<file path="src/cmfuv_pkg.sv">
// shared types and constants for the cube map face and uv block
package cmfuv_pkg;

    localparam int IN_W            = 16;
    localparam int MAG_W           = 16;
    localparam int SUM_W           = 17;
    localparam int DIV_W           = 25;
    localparam int COORD_W         = 16;
    localparam int FRAC_BITS       = COORD_W;
    localparam int STEPS_PER_STAGE = 2;
    localparam int DIV_STAGES      = FRAC_BITS / STEPS_PER_STAGE;
    localparam int SCALE_NUM       = 499;
    localparam int SCALE_DEN       = 1000;

    typedef enum logic [2:0] {
        FACE_POS_X = 3'd0,
        FACE_NEG_X = 3'd1,
        FACE_POS_Y = 3'd2,
        FACE_NEG_Y = 3'd3,
        FACE_POS_Z = 3'd4,
        FACE_NEG_Z = 3'd5
    } t_face;

    // selected face, face coordinates and major magnitude
    typedef struct packed {
        t_face                   face;
        logic                    zero;
        logic signed [SUM_W-1:0] a;
        logic signed [SUM_W-1:0] b;
        logic [MAG_W-1:0]        m;
    } t_sel;

    // divider state: running remainders and quotient bits for u and v
    typedef struct packed {
        t_face                face;
        logic                 zero;
        logic                 vsat;
        logic [DIV_W-1:0]     d;
        logic [DIV_W-1:0]     ru;
        logic [DIV_W-1:0]     rv;
        logic [FRAC_BITS-1:0] qu;
        logic [FRAC_BITS-1:0] qv;
    } t_div;

endpackage

</file>
<file path="src/cmfuv_select.sv">
// first stage: major axis pick, face coordinates and magnitude
module cmfuv_select (
    input  logic                                  i_clk,
    input  logic                                  i_rst_n,
    input  logic                                  i_valid,
    output logic                                  o_ready,
    input  logic signed [cmfuv_pkg::IN_W-1:0]     i_x,
    input  logic signed [cmfuv_pkg::IN_W-1:0]     i_y,
    input  logic signed [cmfuv_pkg::IN_W-1:0]     i_z,
    output logic                                  o_valid,
    input  logic                                  i_ready,
    output cmfuv_pkg::t_sel                       o_data
);

    logic signed [cmfuv_pkg::SUM_W-1:0] xe, ye, ze;
    logic signed [cmfuv_pkg::SUM_W-1:0] xn, yn, zn;
    logic [cmfuv_pkg::MAG_W-1:0]        ax, ay, az;
    logic                               r_valid;
    cmfuv_pkg::t_sel                    r_data;
    cmfuv_pkg::t_sel                    n_data;

    assign xe = {i_x[cmfuv_pkg::IN_W-1], i_x};
    assign ye = {i_y[cmfuv_pkg::IN_W-1], i_y};
    assign ze = {i_z[cmfuv_pkg::IN_W-1], i_z};
    assign xn = -xe;
    assign yn = -ye;
    assign zn = -ze;
    // magnitude of -32768 is 32768, which still fits 16 unsigned bits
    assign ax = i_x[cmfuv_pkg::IN_W-1] ? xn[cmfuv_pkg::MAG_W-1:0] : i_x;
    assign ay = i_y[cmfuv_pkg::IN_W-1] ? yn[cmfuv_pkg::MAG_W-1:0] : i_y;
    assign az = i_z[cmfuv_pkg::IN_W-1] ? zn[cmfuv_pkg::MAG_W-1:0] : i_z;

    always_comb begin
        n_data = '0;
        if (ax >= ay && ax >= az) begin
            n_data.m = ax;
            n_data.b = ye;
            if (i_x > 0) begin
                n_data.face = cmfuv_pkg::FACE_POS_X;
                n_data.a    = zn;
            end else begin
                n_data.face = cmfuv_pkg::FACE_NEG_X;
                n_data.a    = ze;
            end
        end else if (ay >= az) begin
            n_data.m = ay;
            n_data.a = xe;
            if (i_y > 0) begin
                n_data.face = cmfuv_pkg::FACE_POS_Y;
                n_data.b    = zn;
            end else begin
                n_data.face = cmfuv_pkg::FACE_NEG_Y;
                n_data.b    = ze;
            end
        end else begin
            n_data.m = az;
            n_data.b = ye;
            if (i_z > 0) begin
                n_data.face = cmfuv_pkg::FACE_POS_Z;
                n_data.a    = xe;
            end else begin
                n_data.face = cmfuv_pkg::FACE_NEG_Z;
                n_data.a    = xn;
            end
        end
        n_data.zero = (n_data.m == '0);
    end

    assign o_ready = !r_valid || i_ready;

    always_ff @(posedge i_clk) begin
        if (!i_rst_n) begin
            r_valid <= 1'b0;
        end else if (o_ready) begin
            r_valid <= i_valid;
        end
    end

    always_ff @(posedge i_clk) begin
        if (o_ready && i_valid) begin
            r_data <= n_data;
        end
    end

    assign o_valid = r_valid;
    assign o_data  = r_data;

endmodule

</file>
<file path="src/cmfuv_prep.sv">
// second stage: shifted coordinates, scaled numerators and divisor
module cmfuv_prep (
    input  logic              i_clk,
    input  logic              i_rst_n,
    input  logic              i_valid,
    output logic              o_ready,
    input  cmfuv_pkg::t_sel   i_data,
    output logic              o_valid,
    input  logic              i_ready,
    output cmfuv_pkg::t_div   o_data
);

    logic [cmfuv_pkg::SUM_W:0]   sa_w, sb_w;
    logic [cmfuv_pkg::SUM_W-1:0] sa, sb;
    logic [cmfuv_pkg::DIV_W-1:0] pu, pv, d;
    logic                        r_valid;
    cmfuv_pkg::t_div             r_data;
    cmfuv_pkg::t_div             n_data;

    // both sums lie in [0, 2m]
    assign sa_w = {i_data.a[cmfuv_pkg::SUM_W-1], i_data.a} + {2'b00, i_data.m};
    assign sb_w = {i_data.b[cmfuv_pkg::SUM_W-1], i_data.b} + {2'b00, i_data.m};
    assign sa   = sa_w[cmfuv_pkg::SUM_W-1:0];
    assign sb   = sb_w[cmfuv_pkg::SUM_W-1:0];

    assign pu = cmfuv_pkg::DIV_W'(sa) * cmfuv_pkg::DIV_W'(cmfuv_pkg::SCALE_NUM);
    assign pv = cmfuv_pkg::DIV_W'(sb) * cmfuv_pkg::DIV_W'(cmfuv_pkg::SCALE_NUM);
    assign d  = cmfuv_pkg::DIV_W'(i_data.m) * cmfuv_pkg::DIV_W'(cmfuv_pkg::SCALE_DEN);

    always_comb begin
        n_data      = '0;
        n_data.face = i_data.face;
        n_data.zero = i_data.zero;
        // b = -m makes v exactly one, saturated at the end
        n_data.vsat = (sb == '0);
        n_data.d    = d;
        n_data.ru   = pu;
        n_data.rv   = n_data.vsat ? '0 : d - pv;
    end

    assign o_ready = !r_valid || i_ready;

    always_ff @(posedge i_clk) begin
        if (!i_rst_n) begin
            r_valid <= 1'b0;
        end else if (o_ready) begin
            r_valid <= i_valid;
        end
    end

    always_ff @(posedge i_clk) begin
        if (o_ready && i_valid) begin
            r_data <= n_data;
        end
    end

    assign o_valid = r_valid;
    assign o_data  = r_data;

endmodule

</file>
<file path="src/cmfuv_div_stage.sv">
// one divider stage: a few restoring quotient bits for u and v
module cmfuv_div_stage (
    input  logic              i_clk,
    input  logic              i_rst_n,
    input  logic              i_valid,
    output logic              o_ready,
    input  cmfuv_pkg::t_div   i_data,
    output logic              o_valid,
    input  logic              i_ready,
    output cmfuv_pkg::t_div   o_data
);

    logic [cmfuv_pkg::DIV_W:0] dx, r2u, r2v, tu, tv;
    logic                      geu, gev;
    logic                      r_valid;
    cmfuv_pkg::t_div           r_data;
    cmfuv_pkg::t_div           n_data;

    assign dx = {1'b0, i_data.d};

    // remainders stay below d, so the doubled value fits one extra bit
    always_comb begin
        n_data = i_data;
        r2u    = '0;
        r2v    = '0;
        tu     = '0;
        tv     = '0;
        geu    = 1'b0;
        gev    = 1'b0;
        for (int k = 0; k < cmfuv_pkg::STEPS_PER_STAGE; k++) begin
            r2u       = {n_data.ru, 1'b0};
            r2v       = {n_data.rv, 1'b0};
            tu        = r2u - dx;
            tv        = r2v - dx;
            geu       = (r2u >= dx);
            gev       = (r2v >= dx);
            n_data.ru = geu ? tu[cmfuv_pkg::DIV_W-1:0] : r2u[cmfuv_pkg::DIV_W-1:0];
            n_data.rv = gev ? tv[cmfuv_pkg::DIV_W-1:0] : r2v[cmfuv_pkg::DIV_W-1:0];
            n_data.qu = {n_data.qu[cmfuv_pkg::FRAC_BITS-2:0], geu};
            n_data.qv = {n_data.qv[cmfuv_pkg::FRAC_BITS-2:0], gev};
        end
    end

    assign o_ready = !r_valid || i_ready;

    always_ff @(posedge i_clk) begin
        if (!i_rst_n) begin
            r_valid <= 1'b0;
        end else if (o_ready) begin
            r_valid <= i_valid;
        end
    end

    always_ff @(posedge i_clk) begin
        if (o_ready && i_valid) begin
            r_data <= n_data;
        end
    end

    assign o_valid = r_valid;
    assign o_data  = r_data;

endmodule

</file>
<file path="src/cube_map_face_uv.sv">
// top level of the cube map face selection and face uv pipeline
//
// Takes one signed Q1.14 direction vector per cycle, while o_stall is
// low, and returns the cube face (largest magnitude, ties to x then y
// then z) with u and v in unsigned Q0.16, v flipped. Ten register stages
// lie between input and output: one stage picks the face, one forms the
// scaled numerators and the divisor 1000*m, and eight stages of a
// pipelined restoring divider produce the 16 fraction bits of u and v,
// two bits per stage. Every stage holds its own item, so a new item is
// accepted in every cycle unless a stall has backed up to the input; a
// stall at the output only backs up as far as the pipeline is full, and
// empty stages still take items. A zero vector reports face -x, raises
// o_zero_direction and gives u and v as zero; v equal to one saturates
// to 65535.
module cube_map_face_uv (
    input  logic                                      i_clk,
    input  logic                                      i_rst_n,
    // direction item in
    input  logic                                      i_valid,
    output logic                                      o_stall,
    input  logic signed [cmfuv_pkg::IN_W-1:0]         i_dir_x,
    input  logic signed [cmfuv_pkg::IN_W-1:0]         i_dir_y,
    input  logic signed [cmfuv_pkg::IN_W-1:0]         i_dir_z,
    // face item out
    output logic                                      o_valid,
    input  logic                                      i_stall,
    output logic [2:0]                                o_face_index,
    output logic [cmfuv_pkg::COORD_W-1:0]             o_coord_u,
    output logic [cmfuv_pkg::COORD_W-1:0]             o_coord_v,
    output logic                                      o_zero_direction
);

    // bounds of u and v for a nonzero vector: 0.998 and 0.002 of full scale
    localparam logic [cmfuv_pkg::COORD_W-1:0] U_MAX = 16'd65405;
    localparam logic [cmfuv_pkg::COORD_W-1:0] V_MIN = 16'd131;

    logic            sel_ready;
    logic            sel_valid;
    cmfuv_pkg::t_sel sel_data;
    logic            prep_ready;

    // index 0 is the prep output, index DIV_STAGES the last divider stage
    cmfuv_pkg::t_div div_data  [cmfuv_pkg::DIV_STAGES+1];
    logic            div_valid [cmfuv_pkg::DIV_STAGES+1];
    logic            div_ready [cmfuv_pkg::DIV_STAGES+1];

    cmfuv_pkg::t_div last;

    cmfuv_select u_select (
        .i_clk   (i_clk),
        .i_rst_n (i_rst_n),
        .i_valid (i_valid),
        .o_ready (sel_ready),
        .i_x     (i_dir_x),
        .i_y     (i_dir_y),
        .i_z     (i_dir_z),
        .o_valid (sel_valid),
        .i_ready (prep_ready),
        .o_data  (sel_data)
    );

    cmfuv_prep u_prep (
        .i_clk   (i_clk),
        .i_rst_n (i_rst_n),
        .i_valid (sel_valid),
        .o_ready (prep_ready),
        .i_data  (sel_data),
        .o_valid (div_valid[0]),
        .i_ready (div_ready[0]),
        .o_data  (div_data[0])
    );

    for (genvar g = 0; g < cmfuv_pkg::DIV_STAGES; g++) begin : g_div
        cmfuv_div_stage u_div (
            .i_clk   (i_clk),
            .i_rst_n (i_rst_n),
            .i_valid (div_valid[g]),
            .o_ready (div_ready[g]),
            .i_data  (div_data[g]),
            .o_valid (div_valid[g+1]),
            .i_ready (div_ready[g+1]),
            .o_data  (div_data[g+1])
        );
    end

    // the last stage is the output register
    assign div_ready[cmfuv_pkg::DIV_STAGES] = !i_stall;
    assign last    = div_data[cmfuv_pkg::DIV_STAGES];
    assign o_stall = !sel_ready;
    assign o_valid = div_valid[cmfuv_pkg::DIV_STAGES];

    assign o_face_index     = last.face;
    assign o_zero_direction = last.zero;
    // zero vector forces both coordinates to zero
    assign o_coord_u = last.zero ? '0 : last.qu;
    assign o_coord_v = last.zero ? '0 : (last.vsat ? '1 : last.qv);

`ifndef SYNTHESIS
    a_face_range: assert property (@(posedge i_clk) disable iff (!i_rst_n)
        o_valid |-> o_face_index <= cmfuv_pkg::FACE_NEG_Z)
        else $error("face index out of range");

    a_zero_face: assert property (@(posedge i_clk) disable iff (!i_rst_n)
        o_valid && o_zero_direction |-> o_face_index == cmfuv_pkg::FACE_NEG_X)
        else $error("zero vector not on -x face");

    a_u_bound: assert property (@(posedge i_clk) disable iff (!i_rst_n)
        o_valid && !o_zero_direction |-> o_coord_u <= U_MAX)
        else $error("u above scaled bound");

    a_v_bound: assert property (@(posedge i_clk) disable iff (!i_rst_n)
        o_valid && !o_zero_direction |-> o_coord_v >= V_MIN)
        else $error("v below scaled bound");
`endif

endmodule
</file>
<file path="config.mk">
export PLATFORM = sky130hd
export DESIGN_NAME = cube_map_face_uv
export DESIGN_NICKNAME = d
export VERILOG_FILES = /design/src/cmfuv_pkg.sv /design/src/cmfuv_select.sv /design/src/cmfuv_prep.sv /design/src/cmfuv_div_stage.sv /design/src/cube_map_face_uv.sv
export SDC_FILE = /design/constraint.sdc
export NUM_CORES = 2
export LEC_CHECK = 0
export BUFFER_PORTS_ARGS = -buffer_cell sky130_fd_sc_hd__buf_2
export CORE_MARGIN = 2
export CORE_UTILIZATION = 35
export CTS_CLUSTER_DIAMETER = 200
export DETAILED_ROUTE_END_ITERATION = 8
export GPL_ROUTABILITY_DRIVEN = 0
export GPL_TIMING_DRIVEN = 0
export HOLD_SLACK_MARGIN = 0.03
export PLACE_DENSITY = 0.54
export SETUP_SLACK_MARGIN = 0.05
export SLEW_MARGIN = 30
export SYNTH_ARGS = -nofsm -noshare
export SYNTH_HDL_FRONTEND = slang
export SYNTH_HIERARCHICAL = 1
export SYNTH_SLANG_ARGS = --single-unit
export TNS_END_PERCENT = 50
</file>
<file path="constraint.sdc">
create_clock -name i_clk -period 11.8 [get_ports i_clk]
set_input_delay 1.18 -clock i_clk [delete_from_list [all_inputs] [get_ports i_clk]]
set_output_delay 1.18 -clock i_clk [all_outputs]
set_load 0.005 [all_outputs]
</file>
# Word level (Yosys, flattened, before mapping)
# Cells that the tools add are included.
dict set report word_totals {
  ff_bits 829
  output_inout_bits 38
  input_bits 52
}
dict set report op_classes {
  n_addsub 36
  n_mul 3
  reduce_logical 35
  order_cmp 38
  muxes 46
}
# cell n
set ops {}
lappend ops {{>= comparator 26 x 25 -> 1 bit} 32}
lappend ops {{subtractor 25 bit} 31}
lappend ops {{two-way mux 25 bit} 30}
lappend ops {{two-way mux 50 bit} 2}
lappend ops {{two-way mux 16 bit} 6}
lappend ops {{two-way mux 17 bit} 3}
lappend ops {{multiplier 17 x 9 -> 25 bit (second input constant)} 2}
lappend ops {{>= comparator 16 bit} 3}
lappend ops {{greater-than comparator 16 x 1 -> 1 bit (second input constant)} 3}
lappend ops {{adder 17 bit} 2}
lappend ops {{negator 16 -> 17 bit} 2}
lappend ops {{multiplier 16 x 7 -> 22 bit (second input constant)} 1}
lappend ops {{zero test 17 bit} 1}
lappend ops {{zero test 16 bit} 1}
lappend ops {{negator 16 bit} 1}
lappend ops {{zero test 1 bit} 12}
lappend ops {{logical AND 1 bit} 11}
lappend ops {{logical OR 1 bit} 10}
lappend ops {{two-way mux 3 bit} 2}
lappend ops {{two-way mux 1 bit} 3}

# Depth between registers and ports, before layout
dict set report logic_depth {
  depth_word 12
  depth_mapped 29
  mapped_depth_nobuf 28
}

# Cells and area by module
# Netlist, hierarchy kept.
# module seq_area_each_um2 n_inst cells_per_inst area_per_inst_um2
set modules_own_cells {}
lappend modules_own_cells {{cmfuv_div_stage (g_div[0].u_div ...)} 3383.2 5 920 9276.4}
lappend modules_own_cells {{cmfuv_div_stage (g_div[2].u_div ...)} 3383.2 3 959 9366.5}
lappend modules_own_cells {cmfuv_prep 2332.2 1 1452 14517.7}
lappend modules_own_cells {cmfuv_select 1641.6 1 582 5431.5}
lappend modules_own_cells {cube_map_face_uv 0.0 1 39 311.5}

# Least setup slack after synthesis
# Ideal clock, no wire load.
dict set report synth_path {
  kind {register -> register}
  start {reg u_select.r_data, in the netlist u_select/o_data[0]}
  end {reg u_prep.r_data, in the netlist u_prep/o_data[56], data pin}
  setup_ns 0.254
  synth_period_minus_slack_ns 7.198
  arrival_ns 6.943
  path_stages_with_launch 28
  t_required_ns 11.546
  slack_ns 4.602
  cell_sequence {edfxtp_1 -> ha_1 -> inv_1 -> fa_1 -> nand2b_1 -> o2bb2ai_1 -> o31ai_1 -> a21oi_1 -> xnor2_1 -> ha_1 -> ha_1 -> o21bai_1 -> fa_1 -> inv_1 -> fa_1 -> inv_1 -> fa_1 -> inv_1 -> fa_1 -> inv_1 -> ha_1 -> clkbuf_1 -> nor2b_1 -> or4b_2 -> or3_1 -> a31oi_1 -> xnor2_1 -> nor2_1}
}
dict set report synth_between {
  elab_chain_len 3
  word_cells_on_any_way 5
  cone_classes {add/sub (2); mul (2); reduce/logical (1)}
}
# item line
set synth_lines {}
lappend synth_lines {{start, declared} cmfuv_select.sv:19} ;# cmfuv_pkg::t_sel r_data;
lappend synth_lines {{start signal, assigned} cmfuv_select.sv:81} ;# r_data <= n_data;
lappend synth_lines {{adder 17 bit} cmfuv_prep.sv:22} ;# assign sb_w = {i_data.b[cmfuv_pkg::SUM_W-1], i_data.b} + {2'b00, i_data.m};
lappend synth_lines {{multiplier 17 x 9 -> 25 bit} cmfuv_prep.sv:27} ;# assign pv = cmfuv_pkg::DIV_W'(sb) * cmfuv_pkg::DIV_W'(cmfuv_pkg::SCALE_NUM);
lappend synth_lines {{subtractor 25 bit} cmfuv_prep.sv:38} ;# n_data.rv = n_data.vsat ? '0 : d - pv;
lappend synth_lines {{end signal, assigned} cmfuv_prep.sv:53} ;# r_data <= n_data;
lappend synth_lines {{end, declared} cmfuv_prep.sv:17} ;# cmfuv_pkg::t_div r_data;
# Parallel ways exist; a longest one is shown, timed or not.
# A chain may end at the register's enable or synchronous reset.

# Final worst setup path
dict set report layout_path {
  start {reg u_select.r_data, in the netlist u_select/o_data[1]}
  end {reg u_prep.r_data, in the netlist u_prep/o_data[56], data pin}
}
# Same word-level chain as after synthesis.

==> impl_metrics.ini <==
[status]
outcome = completed

[grt]
globalRoute.busiestLayer = met2
gr_util_all_layers_pct = 20.8
grt_pass1_wl_um = 407000
global_route.usage.met3_pct = 2.17
global_route.usage.met1_pct = 27.9
global_route.usage.met2_pct = 35.4
grt_max_degree = 53
overflow = 0
antenna_found_initial = 3
grt_pass1_vias = 68300

[floorplan]
core_area_mm2 = 0.248
io-pin-count = 90
rows = 183
start_util_pct = 35.1
fp.dieArea_mm2 = 0.253
die_h_um = 503
width_of_the_die_um = 503

[sta]
layout_min_cycle_time_ns = 8.37
post-route-period-util_pct = 70.9
max_freq_ghz = 0.119
slew_headroom_pct = 36.5
grt_setup_unrepaired = no
worst-slew-pin-transition_ns = 0.928
slew_violations = 0
fin_skew_ns = 0.0464
setup_total_negative_slack_ns = 0
final-setup-viol-count = 0
final_hold_viol_count = 0

[critical_path]
setup.worst_path.class = reg2reg
crit_slowest_cell = sky130_fd_sc_hd__edfxtp_1
r2r_setup_slack_ns = 3.43
worst_r2r_endpoint = u_prep/o_data[56]$_SDFFCE_PP0P_
crit_path_end_kind = flop
r2r-start = u_select/o_data[1]$_DFFE_PP_
worst-endpoint-arrival_ns = 8.85
worstPathRequired_ns = 12.28
timing.reg2reg.worst_path_depth = 26
worstSetupStartpointType = flop
slowest_delay_ns = 0.74
highest_fanout_seen_on_the_critical_path = 8

[cts]
post_cts_buffers = 0
clk_pin_slew_ns = 0.06
clock_tree.buffer_depth = 3
cts_root_buf = sky130_fd_sc_hd__clkbuf_16
tritoncts = done
number_of_h_tree_levels = 3
worstSkewPairLatency_ns = 0.76
postCtsHoldBufs = 0
cts_repair_resizes = 0
clock_sink_count = 850
num_cts_buffers = 99

[layout]
multi_input_gate_area_mm2 = 0.0580
syn_to_final_growth_pct = 9.57
mostFrequentLayoutCells = sky130_fd_sc_hd__ha_1 (1,057), sky130_fd_sc_hd__edfxtp_1 (840), sky130_fd_sc_hd__a21oi_1 (750), sky130_fd_sc_hd__inv_1 (713), sky130_fd_sc_hd__nand2_1 (628)
filler_cell_count = 24800
layout_net_count = 10600
post_route_cells_drive_above_1_share_pct = 9.94
area.sequential_mm2 = 0.0254
mostFrequentLayoutCell = sky130_fd_sc_hd__ha_1

[synthesis]
syn-cell-area_mm2 = 0.0872
yosysWarningCount = 6
syn_avg_cell_area_um2 = 9.59
netlist_instances = 9096

[placed_design]
place.detailed.hpwl_um = 220000
portBuffers = 83

[routing]
via_count = 70800
viasPerCell = 5.57
detail_route.iter0.violations = 5625
post_dr_wirelength_cell_um = 21.3
drcViolationCount = 0
detail_route.wirelength_um = 271000
antenna_violating_nets_post_route = 0
first_pass_iters = 6

[worst_hold_path]
min_path_cells = 0
worstHoldStart = g_div[1].u_div/o_data[2]$_DFFE_PP_
hold_end = g_div[2].u_div/o_data[4]$_DFFE_PP_
min-delay-path-class = reg2reg

[run]
maxCapViolCount = 0
[metal layers]
layer  wire [um]  vias to the layer above
li1            -                    34000
met1      120000                    34300
met2      129000                     2128
met3       14300                      351
met4        7180                        0
met5           0                        -
[sequential cells by signal, summed over array words and instances, names as in the netlist]
signal,flops
u_prep/o_valid,1
g_div.u_div/o_valid,8
u_select/o_data,54
g_div.u_div/o_data,709
u_prep/o_data,77
u_select/o_valid,1
[layout make-up]
class                   count  share of cell area (%)
repair buffers            100                   0.893
clock buffers             112                    2.64
plain buffers             182                    1.16
clock inverters            74                   0.791
well taps                3330                    4.36
inverters                 721                    2.85
diodes                      2                 0.00524
flip-flops and latches    850                    26.6
multi-input cells        7345                    60.7
[critical path, delay by kind of cell (launching register included)]
kind	cells	cell delay, ns
flops	1	0.74
xor+xnor	2	0.66
compound gates	5	1.16
fa+ha+maj	8	3.43
buf+inv	6	0.76
simple gates	5	1.37
[worst max path at each step]
stage	endpoint	slack [ns]	depth (start not counted)	from
finish	u_prep/o_data[56]$_SDFFCE_PP0P_	3.43	26	u_select/o_data[1]$_DFFE_PP_
floorplan	u_prep/o_data[56]$_SDFFCE_PP0P_	4.60	27	u_select/o_data[0]$_DFFE_PP_
CTS	u_prep/o_data[56]$_SDFFCE_PP0P_	3.33	26	u_select/o_data[1]$_DFFE_PP_
global route	u_prep/o_data[56]$_SDFFCE_PP0P_	2.89	26	u_select/o_data[1]$_DFFE_PP_
global placement	u_prep/o_data[56]$_SDFFCE_PP0P_	3.46	26	u_select/o_data[1]$_DFFE_PP_
detailed placement	u_prep/o_data[56]$_SDFFCE_PP0P_	3.38	26	u_select/o_data[1]$_DFFE_PP_
[per-stage QoR]
step           hold WS (ns)  utilization (%)  instance area, um2  std cells  setup WS, ns
6_report              0.413             38.5               95500      12700          3.43
5_1_grt               0.419             38.5               95500      12700          2.89
4_1_cts               0.414             38.5               95500      12700          3.33
3_5_place_dp          0.405             37.2               92200      12500          3.38
3_3_place_gp          0.402             37.0               91800      12500          3.46
2_1_floorplan         0.400                -               87200       9098          4.60
Power is not shown: default switching activity piles up to over one toggle a cycle in this logic, so the estimate is an artifact.
